--- config.mk ---
export PLATFORM = sky130hd
export DESIGN_NAME = rsi_sqrt_cell
export DESIGN_NICKNAME = d
export VERILOG_FILES = /design/src/rtl/rsi_pkg.sv /design/src/rtl/rsi_sqrt_cell.sv
export SDC_FILE = /design/constraint.sdc
export NUM_CORES = 1
export LEC_CHECK = 0
export BUFFER_PORTS_ARGS = -buffer_cell sky130_fd_sc_hd__buf_2
export CAP_MARGIN = 20
export CORE_MARGIN = 5
export CORE_UTILIZATION = 26
export CTS_BUF_LIST = sky130_fd_sc_hd__clkbuf_2 sky130_fd_sc_hd__clkbuf_4 sky130_fd_sc_hd__clkbuf_8
export CTS_CLUSTER_DIAMETER = 50
export DETAILED_ROUTE_END_ITERATION = 7
export GPL_TIMING_DRIVEN = 1
export HOLD_SLACK_MARGIN = 0.03
export PLACE_DENSITY = 0.5
export SLEW_MARGIN = 20
export SYNTH_ARGS = -nofsm -noshare
export SYNTH_HDL_FRONTEND = slang
export SYNTH_SLANG_ARGS = --single-unit
export TNS_END_PERCENT = 100
--- constraint.sdc ---
create_clock -name clock -period 4.8 [get_ports clock]
set_input_delay 0.24 -clock clock [delete_from_list [all_inputs] [get_ports clock]]
set_output_delay 0.24 -clock clock [all_outputs]
set_load 0.01 [all_outputs]
--- src/rtl/rsi_pkg.sv ---
// rsi_pkg: shared types and fixed constants of the ray/sphere intersection block
// holds field widths, register indexes and the control word passed along the cell chains
// no dependencies
package rsi_pkg;

   localparam int POS_W = 32;   // positions and center coordinates
   localparam int DIR_W = 18;   // directions and normals
   localparam int RAD_W = 31;   // radius and distance
   localparam int VEC_W = POS_W + 1;   // center minus origin, exact
   localparam int QUO_W = 18;   // quotient bits formed by the normal divider

   typedef enum logic [1:0] {
      CSR_CENTER_X = 2'd0,
      CSR_CENTER_Y = 2'd1,
      CSR_CENTER_Z = 2'd2,
      CSR_RADIUS   = 2'd3
   } rsi_csr_type;

   // control word travelling with each transaction down a chain
   typedef struct packed {
      logic valid;
      logic flag;
   } rsi_ctl_type;

endpackage

--- src/rtl/rsi_sqrt_cell.sv ---
// rsi_sqrt_cell: one restoring square root step, settles one root bit per cell
// depends on rsi_pkg for the control word
module rsi_sqrt_cell #(
   parameter int DLW  = 76,
   parameter int SQ_W = 38,
   parameter int BIT  = 0,
   parameter int SW   = 8
) (
   input  logic                 clock,
   input  logic                 reset,
   input  rsi_pkg::rsi_ctl_type up_ctl,
   input  logic [DLW-1:0]       up_rem,
   input  logic [SQ_W-1:0]      up_root,
   input  logic [SW-1:0]        up_side,
   output rsi_pkg::rsi_ctl_type dn_ctl,
   output logic [DLW-1:0]       dn_rem,
   output logic [SQ_W-1:0]      dn_root,
   output logic [SW-1:0]        dn_side
);
   localparam int EW = DLW + 1;

   logic [EW-1:0]   rem_ext;
   logic [EW-1:0]   trial;
   logic            take;
   logic [EW-1:0]   rem_diff;
   rsi_pkg::rsi_ctl_type ctl_ff;
   logic [DLW-1:0]  rem_ff, rem_in;
   logic [SQ_W-1:0] root_ff, root_in;
   logic [SW-1:0]   side_ff;

   always_comb begin
      rem_ext  = {1'b0, up_rem};
      // (2r + bit) * bit, with r holding only bits above this one
      trial    = (EW'(up_root) << (BIT + 1)) | (EW'(1) << (2 * BIT));
      take     = rem_ext >= trial;
      rem_diff = rem_ext - trial;
      rem_in   = take ? rem_diff[DLW-1:0] : up_rem;
      root_in  = take ? (up_root | (SQ_W'(1) << BIT)) : up_root;
   end

   always_ff @(posedge clock) begin
      if (reset) begin
         ctl_ff <= '0;
      end else begin
         ctl_ff <= up_ctl;
      end
      rem_ff  <= rem_in;
      root_ff <= root_in;
      side_ff <= up_side;
   end

   assign dn_ctl  = ctl_ff;
   assign dn_rem  = rem_ff;
   assign dn_root = root_ff;
   assign dn_side = side_ff;
endmodule

==> results.json <==
{
  "hpwl_um": 18000,
  "place.port_buffers": 249,
  "place_congestion": 0.870,
  "area_growth_pct": 44.1,
  "crit_path_start_kind": "input pin",
  "ctsResizeCount": 0,
  "numCtsBuffers": 17,
  "synth_edf_count": 0,
  "critical_path_class": "in -> reg",
  "yosys_most_used_dff": "dfxtp_1",
  "grt_pass1_wl_um": 36900,
  "drcViolationCount": 0,
  "syn_area_um2": 6420,
  "hold_class": "in -> reg",
  "end_kind": "register",
  "antenna_cells": 0,
  "p_per_area_nw_per_um2": 308,
  "grtUsageTotal_pct": 16.4,
  "fin_crit_ns": 3.94,
  "cts_tree": "yes",
  "antenna_found_initial": 0,
  "yosys.area.top_type_share_pct": 38.7,
  "finalSetupTns_ns": 0,
  "num-fill-cells": 2526,
  "grt_max_degree": 35,
  "synth.top_cells.by_count": "dfxtp_1, a21oi_1, nor2_1, nand2_1, inv_1",
  "ioPinCount": 250,
  "die_w_um": 167,
  "wl_per_cell_um": 16.3,
  "setup-violations-final": 0,
  "cp.arrival_ns": 4.26,
  "seq_area_frac_synth_pct": 38.7,
  "vias": 6570,
  "cts.sinks": 124,
  "synth_fp_nets": 927,
  "die_h_um": 167,
  "vdd_drop_max_uv": 136,
  "required_ns": 5.12,
  "yosysMostFrequentCell": "dfxtp_1",
  "fin_crit_sh_pct": 82.0,
  "power_uw": 2850,
  "drv_cap": 0,
  "slew_headroom_pct": 45.7,
  "synth_warnings": 0,
  "grt_pass1_vias": 6834,
  "cts-root-buf": "clkbuf_8",
  "rsz0062_at_grt": "no",
  "synthCells": 761,
  "wirelength_um": 23200,
  "outcome": "complete, no violations",
  "clk_pin_slew_ns": 0.08,
  "synth_cell_type_count": 57,
  "synthTopCellsByArea": "dfxtp_1, ha_1, a21oi_1",
  "synth_seq_cells": 124,
  "rows": 57,
  "ctsHtreeMaxLevel": 4,
  "post_cts_buffers": 0,
  "drt_iter0_drc": 387,
  "clk_path_buf_depth": 2,
  "nNetsFinal": 1255,
  "drt-pass1-iter-count": 5,
  "power.leakage_uw": 0.00426,
  "syn_area_per_cell_um2": 8.43,
  "fmax_mhz": 254,
  "synthArstFlopShare_pct": 0,
  "cp_max_fo": 34,
  "slew_viol_final": 0,
  "worst_slew_pin_slew_ns": 0.794,
  "grt_overflow": 0,
  "synth.largest_area_cell": "dfxtp_1",
  "start_util_pct": 26.4,
  "antenna_left": 0,
  "finalHoldViolCount": 0,
  "viasPerCell": 4.61,
  "die_area_um2": 27900,
  "coreArea_um2": 24300,
  "drive_above_1_share_pct": 27.4
}
-- state kept, by name (all words and copies together), names as in the netlist --
signal / count
dn_side: 8
dn_ctl: 2
dn_rem: 76
dn_root: 38
-- what timing repair did --
item	in CTS	in global routing
endpoints found under the setup margin	0	0
hold buffers	91	0
endpoints found under the hold margin	90	0
-- kinds of logic (layout without fill, tap and decap cells) --
family / count (synthesis) / after routing / share of synthesized area, %
xor+xnor: 70 / 70 / 9.55
fa+ha+maj: 40 / 40 / 7.91
compound gates: 188 / 188 / 18.4
simple gates: 257 / 257 / 20.5
flops: 124 / 124 / 38.7
buf+inv: 82 / 422 / 4.95
-- through the flow --
stage	hold slack [ns]	worst slack (ns)	utilization, %	cells	area [µm²]
finish	0.0633	0.863	38.0	1425	9250
global route	0.0378	0.451	38.0	1425	9250
CTS	0.0311	0.830	38.0	1425	9250
detailed placement	0.344	0.941	32.8	1303	7970
global placement	0.343	1.09	32.8	1303	7970
floorplan	0.268	1.77	-	761	6420
-- cell usage in the layout, fill, tap and decap left out, drive strengths merged, types with 3 or more instances in the layout --
master	instances
o211ai	4
a21o	23
nor2b	5
clkinvlp	5
ha	39
clkbuf	21
nand2	61
o21ai	28
a211oi	5
xnor2	39
nor4b	4
or3	5
nand4b	4
nand3	18
o21a	7
a21boi	3
a31oi	5
nor2	75
nor3	25
buf	253
dfxtp	124
clkinv	3
and3	3
o31a	3
nand2b	3
nand4	20
a21oi	80
dlygate4sd3	91
or2	5
o21bai	7
or4	8
nand3b	3
nor4	14
inv	48
o31ai	6
xor2	31
-- cell type report --
class,instances,area [µm²],share of cell area (%)
clock inverter,10,91.3,0.987
clock buffer,21,283,3.06
multi-input combinational,555,3630,39.2
sequential,124,2480,26.8
inverter,47,176,1.91
tap,324,405,4.38
timing repair buffer,344,2190,23.6
-- critical path: stages --
cell and delay (ns):
dlygate4sd3_1 0.55, buf_2 0.16, fa_1 0.47, a21o_1 0.21, a221oi_1 0.54, o31a_1 0.39
o2111ai_1 0.18, o21ai_0 0.49, nand2_2 0.43, buf_4 0.38, nor2_1 0.14, a21oi_1 0.05
-- report_power, final --
group	switching [µW]	internal, µW	total [µW]
combinational	428	342	770
sequential	27.0	1140	1170
clock	458	452	910
-- worst paths after layout --
path	slack, ns	start	to	depth (start not counted)
setup / recovery	0.86	up_rem[1]	dn_rem[25]	12
hold / removal	0.06	up_rem[23]	dn_rem[23]	3
-- routing by layer --
metal,global-route usage [%],vias to the layer above,wire length (µm)
met5,0,-,0
met4,3.52,0,238
met3,4.67,19,1490
met2,27.9,217,11100
met1,20.7,3004,10300
li1,-,3330,-
Note: power is estimated with default switching activity, not from simulation.
