$ cat config.mk
export PLATFORM = sky130hd
export DESIGN_NAME = rsi_div_cell
export DESIGN_NICKNAME = d
export VERILOG_FILES = /design/src/rtl/rsi_pkg.sv /design/src/rtl/rsi_div_cell.sv
export SDC_FILE = /design/constraint.sdc
export NUM_CORES = 1
export LEC_CHECK = 0
export BUFFER_PORTS_ARGS = -buffer_cell sky130_fd_sc_hd__buf_4
export CAP_MARGIN = 0
export CELL_PAD_IN_SITES_DETAIL_PLACEMENT = 1
export CELL_PAD_IN_SITES_GLOBAL_PLACEMENT = 1
export CORE_MARGIN = 10
export CORE_UTILIZATION = 36
export CTS_CLUSTER_SIZE = 16
export DETAILED_ROUTE_END_ITERATION = 6
export PLACE_DENSITY = 0.84
export SYNTH_ARGS = -nofsm -noshare
export SYNTH_HDL_FRONTEND = slang
export SYNTH_SLANG_ARGS = --single-unit
$ cat constraint.sdc
create_clock -name clock -period 3.9 [get_ports clock]
set_input_delay 0.39 -clock clock [delete_from_list [all_inputs] [get_ports clock]]
set_output_delay 0.39 -clock clock [all_outputs]
set_load 0.02 [all_outputs]
$ cat src/rtl/rsi_pkg.sv
// rsi_pkg: shared types and fixed constants of the ray/sphere intersection block
// holds field widths, register indexes and the control word passed along the cell chains
// no dependencies
package rsi_pkg;

   localparam int POS_W = 32;   // positions and center coordinates
   localparam int DIR_W = 18;   // directions and normals
   localparam int RAD_W = 31;   // radius and distance
   localparam int VEC_W = POS_W + 1;   // center minus origin, exact
   localparam int QUO_W = 18;   // quotient bits formed by the normal divider

   typedef enum logic [1:0] {
      CSR_CENTER_X = 2'd0,
      CSR_CENTER_Y = 2'd1,
      CSR_CENTER_Z = 2'd2,
      CSR_RADIUS   = 2'd3
   } rsi_csr_type;

   // control word travelling with each transaction down a chain
   typedef struct packed {
      logic valid;
      logic flag;
   } rsi_ctl_type;

endpackage

$ cat src/rtl/rsi_div_cell.sv
// rsi_div_cell: one restoring division step for the three normal lanes
// depends on rsi_pkg for the control word, widths and the radius width
module rsi_div_cell #(
   parameter int NW  = 52,
   parameter int BIT = 0,
   parameter int SW  = 8
) (
   input  logic                             clock,
   input  logic                             reset,
   input  logic [rsi_pkg::RAD_W-1:0]        radius,
   input  rsi_pkg::rsi_ctl_type             up_ctl,
   input  logic [NW-1:0]                    up_rem  [3],
   input  logic [rsi_pkg::QUO_W-1:0]        up_quo  [3],
   input  logic [SW-1:0]                    up_side,
   output rsi_pkg::rsi_ctl_type             dn_ctl,
   output logic [NW-1:0]                    dn_rem  [3],
   output logic [rsi_pkg::QUO_W-1:0]        dn_quo  [3],
   output logic [SW-1:0]                    dn_side
);
   logic [NW-1:0]                dsr;
   logic [NW-1:0]                rem_ff [3], rem_in [3];
   logic [rsi_pkg::QUO_W-1:0]    quo_ff [3], quo_in [3];
   rsi_pkg::rsi_ctl_type         ctl_ff;
   logic [SW-1:0]                side_ff;

   always_comb begin
      dsr = NW'(radius) << BIT;
      for (int i = 0; i < 3; i++) begin
         if (up_rem[i] >= dsr) begin
            rem_in[i] = up_rem[i] - dsr;
            quo_in[i] = up_quo[i] | (rsi_pkg::QUO_W'(1) << BIT);
         end else begin
            rem_in[i] = up_rem[i];
            quo_in[i] = up_quo[i];
         end
      end
   end

   always_ff @(posedge clock) begin
      if (reset) begin
         ctl_ff <= '0;
      end else begin
         ctl_ff <= up_ctl;
      end
      rem_ff  <= rem_in;
      quo_ff  <= quo_in;
      side_ff <= up_side;
   end

   assign dn_ctl  = ctl_ff;
   assign dn_rem  = rem_ff;
   assign dn_quo  = quo_ff;
   assign dn_side = side_ff;
endmodule

==> impl_results.md, run 1 <==
- Iteration-0 DRC Markers: about 770
- Status: complete, no violations
- RSZ-0062 raised after global routing: false
- Setup TNS: 0 ps
- Slew Limit Fails: 0
- Die area: 42500 µm²
- Mean Syn Cell Area: about 8.5 µm²
- Final Setup Violations: 0
- Total detailed-routing wirelength: roughly 63 mm
- Req. time, crit path: 4360 ps
- Final core occ: 0.525
- Drt drc: 0
- Arrival time worst endpoint: about 4200 ps
- Distinct cells, synth: 80
- Max cap viols: 0
- Top_reg_cell synth: dfxtp_1
- CP Max Fanout: 46
- H-tree levels: 1
- Clock sinks: 220
- Crit share post-route: 0.949
- Hold violation total from the final report: 0
- Final ANT Viol Nets: 0
- Crit path kind: input port to register
- Multi-input logic area: around 7600 µm²
- VDD IR max: between 0.2 and 0.3 mV
- DP HPWL: 47.1 mm
- GRT overflow: 0
- Mapped Area: about 12000 µm²
- Mapped Cells: between 1000 and 1500
- Hold Path Class: input port to register
- Critical Path Start Type: input port
- Final Critical Period: around 3700 ps
- Fillers: between 4000 and 5000
- Clk buf depth: 3
- Initial core utilization: 0.363
- Drt pass-1 iters: 5
- CTS tree: yes
- Post-synthesis sequential area ratio: 0.353
- Synth async-reset ratio: 0
- Placed insts: 2356
- Reg area: about 4400 µm²
- I/O Pins: 473
- Layout cells sized above 1: 0.285
- Power density over the cells: between 400 and 500 nW/µm²
- Port Buf Inserts: 472
- Worst setup EP type: register
- Clock root cell: clkbuf_16
- Die W: around 200 µm
- GP Congestion: approximately 0.95
- Core area: between 30000 and 40000 µm²
- GRT Overall Usage: 0.279
- Largest net degree at the start of global routing: 47
- Number of synthesized flops with an enable pin: 0
- Layout area overhead: 44.8%
- First-pass GRT wire length: a little over 90 mm
- Min-delay src: up_rem[146]
- Synth Register Bits: 220
- FP Rows: between 60 and 70
- Relative slew slack: 0.445
- Initial antenna violation count: 15
- Pleak: ~8.2 nW
- Layout Cells excl Fill: between 2000 and 2500
- F_max: 270 MHz
- Post-Syn Nets: about 1800
- DR vias/cell: 5.48
- Final net count: 2346
- DIE HEIGHT: roughly 200 µm
- YS warnings: 0
- Critical path origin: up_rem[144]
- Number of global-route vias before repair: around 14000
- Worst-margin pin slew: 825 ps
- Reg clk slew, reported paths: about 60 ps
- Hold Path Sink: dn_rem[146]
- Num CTS Buffers: 26
- WL per Instance: 25.2 µm
- Via count: 13600
- Hold depth: 2
## where the power goes
part	leakage [nW]	switching, mW	internal, mW
sequential	1.86	0.117	2.55
combinational	5.94	1.44	1.07
clock	0.418	1.13	1.43
total	8.21	2.69	5.05
## final cells by class
type,instances,share of cell area
well taps,455,0.0315
diodes,15,0.00208
repair buffers,558,0.242
flip-flops and latches,220,0.244
multi-input cells,1135,0.420
clock buffers,31,0.0387
clock inverters,17,0.00984
inverters,56,0.0116
## synth_stat cells, drive strengths merged, types with 10 or more instances
library cell / number / area [µm²]
o21a: 14 / 105
nand3: 32 / 160
nor2: 122 / 460
mux2: 13 / 146
a31oi: 12 / 90.1
or3: 15 / 98.8
ha: 93 / 1160
a21oi: 133 / 666
nor2b: 18 / 113
nor4: 24 / 163
o21ai: 86 / 434
inv: 56 / 210
xor2: 71 / 622
o211ai: 13 / 97.6
a211oi: 16 / 120
clkbuf: 48 / 180
nand2b: 16 / 100
or2: 10 / 62.6
nand2: 126 / 473
dfxtp: 220 / 4400
buf: 14 / 88.8
nor3: 43 / 220
nand4: 32 / 200
a21o: 45 / 338
xnor2: 69 / 604
## layer usage
metal	track usage	wire (µm)	up-vias
met1	0.297	23100	6553
met3	0.0721	4900	150
li1	-	-	6352
met2	0.492	31200	566
met5	0	13	-
met4	0.158	3500	2
## stage by stage
stage                     instance area [µm²]  power, mW  worst slack (ps)  hold WS (ps)
after global placement                  16500       5.05               321           494
after CTS                               18000       7.72               331         0.360
after detailed placement                16500       5.10               190           496
after global routing                    18100       8.08              99.4          14.4
final                                   18100       7.74               198          27.9
after floorplan                         12500       3.98               742           418
## placed cells by master (no fill, tap or decap), drive strengths merged, types with 18 or more instances in the layout
master and count:
buf 490, xnor2 69, a21oi 133, a21o 45, dfxtp 220, ha 93, nor3 43, xor2 71
nand3 32, nor2 122, dlygate4sd3 68, nor4 24, clkbuf 31, o21ai 86, nand4 32, nand2 126
nor2b 18, inv 59
## worst max-delay path, cell delays in order
cell           delay [ps]
dlygate4sd3_1         550
buf_4                 150
or4_1                 580
or3_1                 400
or3_4                 390
nor4_2                290
nand4_1               240
a31oi_4               320
buf_4                 440
mux2_2                380
## logic make-up after synthesis
kind of cell             count (synthesis)  synth area share
AND/OR/NAND/NOR                        491             0.199
buffers and inverters                  118            0.0384
adder cells (fa/ha/maj)                 96            0.0982
AO/OA/AOI/OAI                          393             0.199
flip-flops                             220             0.353
multiplexers                            15            0.0134
XOR/XNOR                               140            0.0984
## flip-flops by register name (all words and copies together) (netlist names)
register,count
dn_ctl,2
dn_quo,54
dn_rem,156
dn_side,8
## worst max-delay path by stage
stage,to,slack (ps)
global route,dn_rem[122],100
detailed placement,dn_rem[39],190
global placement,dn_rem[47],320
finish,dn_rem[118],200
floorplan,dn_rem[137],740
CTS,dn_rem[118],330
## repair_timing
action / in CTS / in global routing
resized for setup: 0 / 0
setup endpoints to repair: 0 / 0
hold buffers: 68 / 0
hold endpoints to repair: 69 / 0
setup buffers: 0 / 0
Note: power is estimated with default switching activity, not from simulation.
==> inputs of run 2 (changes only) <==
--- a/config.mk
+++ b/config.mk
@@ -14,6 +14,7 @@
 export CTS_CLUSTER_SIZE = 16
 export DETAILED_ROUTE_END_ITERATION = 6
 export PLACE_DENSITY = 0.84
+export REMOVE_ABC_BUFFERS = 1
 export SYNTH_ARGS = -nofsm -noshare
 export SYNTH_HDL_FRONTEND = slang
 export SYNTH_SLANG_ARGS = --single-unit
==> impl_results.md, run 2 (synthesis results as in run 1) <==
- Commonest non-fill, non-tap cell in the layout: buf_4
- Iteration-0 DRC Markers: roughly 860
- F_max: between 200 and 300 MHz
- Req. time, crit path: between 4000 and 5000 ps
- VDD IR max: 0.368 mV
- DR vias/cell: roughly 5.5
- Hold Path Sink: dn_quo[36]
- Worst setup margin: 376 ps
- Drt drc: 0
- Power density over the cells: ~440 nW/µm²
- Total detailed-routing wirelength: roughly 62 mm
- Hold Path Class: input port to register
- Design Area, Final: 18000 µm²
- Most frequent cells in the layout: buf_4 (490), dfxtp_1 (220), a21oi_1 (133)
- Num CTS Buffers: 27
- Post-DP Area: between 15000 and 20000 µm²
- Layout Cells excl Fill: between 2000 and 2500
- Critical Path Start Type: input port
- CP Max Fanout: 10
- GP Congestion: roughly 0.9
- Worst setup EP type: register
- GRT overflow: 0
- Met2 wire len: ~31 mm
- Clock root cell: clkbuf_16
- FP Rows: between 60 and 70
- CTS tree: yes
- GRT Overall Usage: 0.276
- Relative slew slack: 0.437
- Uppermost layer routed: met5
- DP HPWL: between 40 and 50 mm
- Initial antenna violation count: 3
- Layout cells sized above 1: 0.285
- Crit share post-route: 0.904
- DIE HEIGHT: 206 µm
- Reg area: approximately 4400 µm²
- Slew Limit Fails: 0
- Worst slack, placed: ~120 ps
- Hold violation total from the final report: 0
- Die W: between 200 and 250 µm
- I/O Pins: between 400 and 500
- Arrival time worst endpoint: 3960 ps
- Max cap viols: 0
- Core area: ~34000 µm²
- Final net count: ~2300
- H-tree levels: 1
- Worst-margin pin slew: around 840 ps
- Clk buf depth: 3
- Crit path kind: input port to register
- Clock sinks: 220
- Final Critical Period: 3520 ps
- Port Buf Inserts: around 470
- Largest net degree at the start of global routing: 52
- Via count: between 10000 and 15000
- Setup TNS: 0 ps
- Pleak: between 8 and 9 nW
- Max reg flops: between 150 and 200
- Final ANT Viol Nets: 0
- Placed insts: around 2400
- First-pass GRT wire length: a little over 90 mm
- Hold depth: 2
- Layout area overhead: 44.8%
- Met1 WL: 23.0 mm
- Reg clk slew, reported paths: 70 ps
- Multi-input logic area: between 7000 and 8000 µm²
- Final Setup Violations: 0
- Fillers: 4059
- Status: complete, no violations
- Initial core utilization: 0.363
- Min-delay src: up_quo[36]
- RSZ-0062 raised after global routing: false
- Die area: 42500 µm²
- Drt pass-1 iters: 5
- Number of global-route vias before repair: between 10000 and 15000
- WL per Instance: ~25 µm
- Met3 wire len: between 5 and 6 mm
-- run 2: changes by cell type in the layout (fill, tap and decap cells not counted), moves of 2 or more --
cell | before | now
inv_6 | 3 | 1
diode_2 | 15 | 2
bufinv_16 | 2 | 4
clkinv_2 | 4 | 6
clkinvlp_4 | 5 | 3
dlygate4sd3_1 | 68 | 66
-- run 2: routing by layer --
metal  GRT usage  up-vias
met5           0        -
met4       0.103        2
met3      0.0713      124
met2       0.503      585
met1       0.301     6540
li1            -     6348
-- run 2: critical path, cell delays in order --
cell	delay, ps
dlygate4sd3_1	540
buf_4	150
or3_1	390
or3_1	370
or3_1	420
nor3_2	320
nand4_1	270
o21ai_1	320
a311o_1	480
nor4_1	140
xor2_1	170
-- run 2: repair_timing --
item,4_1_cts,5_1_grt
buffers inserted,0,0
endpoints found under the hold margin,67,0
endpoints found under the setup margin,0,0
resized for setup,0,0
hold buffers,66,0
-- run 2: per-stage QoR --
stage | power [mW] | util | hold slack, ps
floorplan | 3.98 | - | 418
global placement | 5.06 | 0.479 | 495
detailed placement | 5.10 | 0.479 | 496
CTS | 7.82 | 0.525 | 2.30
global route | 8.20 | 0.525 | 16.0
finish | 7.87 | 0.525 | 19.0
-- run 2: worst max-delay path by stage --
stage	startpoint	endpoint	slack [ps]
global placement	up_rem[104]	dn_rem[146]	220
floorplan	up_rem[144]	dn_rem[153]	320
finish	up_rem[39]	dn_rem[45]	380
CTS	up_rem[39]	dn_rem[45]	490
global route	up_rem[39]	dn_rem[45]	200
detailed placement	radius[0]	dn_rem[45]	120
-- run 2: cell type report --
type | instances | area share
Clock inverter | 16 | 0.0110
Multi-Input combinational cell | 1135 | 0.420
Antenna cell | 2 | 0.000277
Sequential cell | 220 | 0.244
Tap cell | 455 | 0.0316
Inverter | 56 | 0.0117
Timing Repair Buffer | 557 | 0.242
Clock buffer | 32 | 0.0396
-- run 2: report_power, final --
part | switching (mW) | internal (mW) | leakage [nW] | total (mW)
combinational | 1.45 | 1.07 | 5.93 | 2.52
sequential | 0.109 | 2.55 | 1.86 | 2.66
clock | 1.13 | 1.57 | 0.444 | 2.70
total | 2.68 | 5.19 | 8.23 | 7.87
==> inputs of run 3 (changes only) <==
--- a/config.mk
+++ b/config.mk
@@ -13,8 +13,10 @@
 export CORE_UTILIZATION = 36
 export CTS_CLUSTER_SIZE = 16
 export DETAILED_ROUTE_END_ITERATION = 6
+export HOLD_SLACK_MARGIN = 0.03
 export PLACE_DENSITY = 0.84
 export REMOVE_ABC_BUFFERS = 1
+export SKIP_CTS_REPAIR_TIMING = 1
 export SYNTH_ARGS = -nofsm -noshare
 export SYNTH_HDL_FRONTEND = slang
 export SYNTH_SLANG_ARGS = --single-unit
==> impl_results.md, run 3 (synthesis results as in run 1) <==
- Status: complete, no violations
- CP Max Fanout: 10
- WL per Instance: around 25 µm
- Slowest stage delay, CP: 580 ps
- Clock sinks: between 200 and 250
- Pleak: just over 8 nW
- DIE HEIGHT: approximately 210 µm
- Max cap viols: 0
- Min-delay src: up_quo[0]
- Final Critical Period: ~3700 ps
- Commonest non-fill, non-tap cell in the layout: buf_4
- F_max: approximately 270 MHz
- Number of global-route vias before repair: 13700
- Hold depth: 2
- Hold violation total from the final report: 0
- Via count: 13600
- Final core occ: 0.528
- Design Area, Final: about 18000 µm²
- Worst slack, placed: between 100 and 150 ps
- Initial core utilization: 0.363
- VDD IR max: 0.315 mV
- Worst setup EP type: register
- Max reg flops: 156
- Hold Path Sink: dn_quo[0]
- Slew Limit Fails: 0
- Clk buf depth: 3
- CTS tree: yes
- Worst-margin pin slew: between 800 and 900 ps
- Crit share post-route: 0.947
- Arrival time worst endpoint: 4150 ps
- Final ANT Viol Nets: 0
- Req. time, crit path: 4360 ps
- GRT Overall Usage: 0.249
- Critical Path Start Type: input port
- Largest net degree at the start of global routing: 52
- Drt drc: 0
- Layout area overhead: 45.7%
- H-tree levels: 1
- Reg clk slew, reported paths: 60 ps
- DR vias/cell: between 5 and 6
- Worst setup margin: roughly 210 ps
- Total detailed-routing wirelength: between 60 and 70 mm
- Most frequent CP cell: or3_1
- Final Setup Violations: 0
- Final net count: between 2000 and 2500
- Die W: approximately 210 µm
- FP Rows: 68
- Hold Path Class: input port to register
- Crit-path cells: dlygate4sd3_1 > buf_4 > or3_1 > or3_1 > or3_1 > nor3_2 > nand4_1 > o21ai_1 > a311o_1 > nor4b_1 > xor2_1
- GRT overflow: 0
- Num CTS Buffers: 27
- Setup TNS: 0 ps
- Core area: between 30000 and 40000 µm²
- Power Total: approximately 8 mW
- Crit path kind: input port to register
- First-pass GRT wire length: 82.5 mm
- Relative slew slack: 0.434
- Placed insts: ~2400
- Post-DP Area: 16500 µm²
- I/O Pins: 473
- Port Buf Inserts: around 470
- Layout cells sized above 1: 0.283
- Layout Cells excl Fill: approximately 2500
- GP Congestion: 0.912
- RSZ-0062 raised after global routing: false
- Iteration-0 DRC Markers: 813
- Slowest-stage cell, CP: dlygate4sd3_1
- Hold_ws: between 20 and 25 ps
- Most frequent cells in the layout: buf_4 (490), dfxtp_1 (220), a21oi_1 (133)
- DP HPWL: between 40 and 50 mm
- Power density over the cells: between 400 and 500 nW/µm²
- Drt pass-1 iters: 7
- Initial antenna violation count: 8
- Clock root cell: clkbuf_16
- Die area: 42500 µm²
run 3: changes by cell type in the layout (fill, tap and decap cells not counted):
| cell | delta |
|---|---|
| dlygate4sd3_1 | +10 |
| diode_2 | +6 |
run 3: layer usage:
layer / vias up / part of all wire / track usage
li1: 6352 / - / -
met1: 6503 / 0.37 / 0.272
met2: 609 / 0.50 / 0.445
met3: 131 / 0.090 / 0.0745
met4: 2 / 0.038 / 0.0899
met5: - / 0.00019 / 0
run 3: worst max-delay path by stage:
stage | start | endpoint
5_1_grt | up_rem[39] | dn_rem[47]
3_5_place_dp | radius[0] | dn_rem[45]
6_report | up_rem[39] | dn_rem[47]
3_3_place_gp | up_rem[104] | dn_rem[146]
4_1_cts | up_rem[104] | dn_rem[146]
2_1_floorplan | up_rem[144] | dn_rem[153]
run 3: critical path, delay by kind of cell:
kind | cells | cell delay [ps]
buffers and inverters | 2 | 740
XOR/XNOR | 1 | 290
AO/OA/AOI/OAI | 2 | 770
AND/OR/NAND/NOR | 6 | 1950
run 3: power breakdown:
group          total [mW]  switching, mW  leakage (nW)  internal, mW
clock                2.71           1.13         0.444          1.57
combinational        2.53           1.46          5.97          1.07
sequential           2.66          0.111          1.86          2.55
run 3: final cells by class:
class,count,area (µm²)
sequential,220,4400
clock inverter,16,199
tap,455,569
inverter,56,210
fill,4061,16200
timing repair buffer,567,4460
multi-input combinational,1135,7580
antenna,8,20.0
clock buffer,32,714
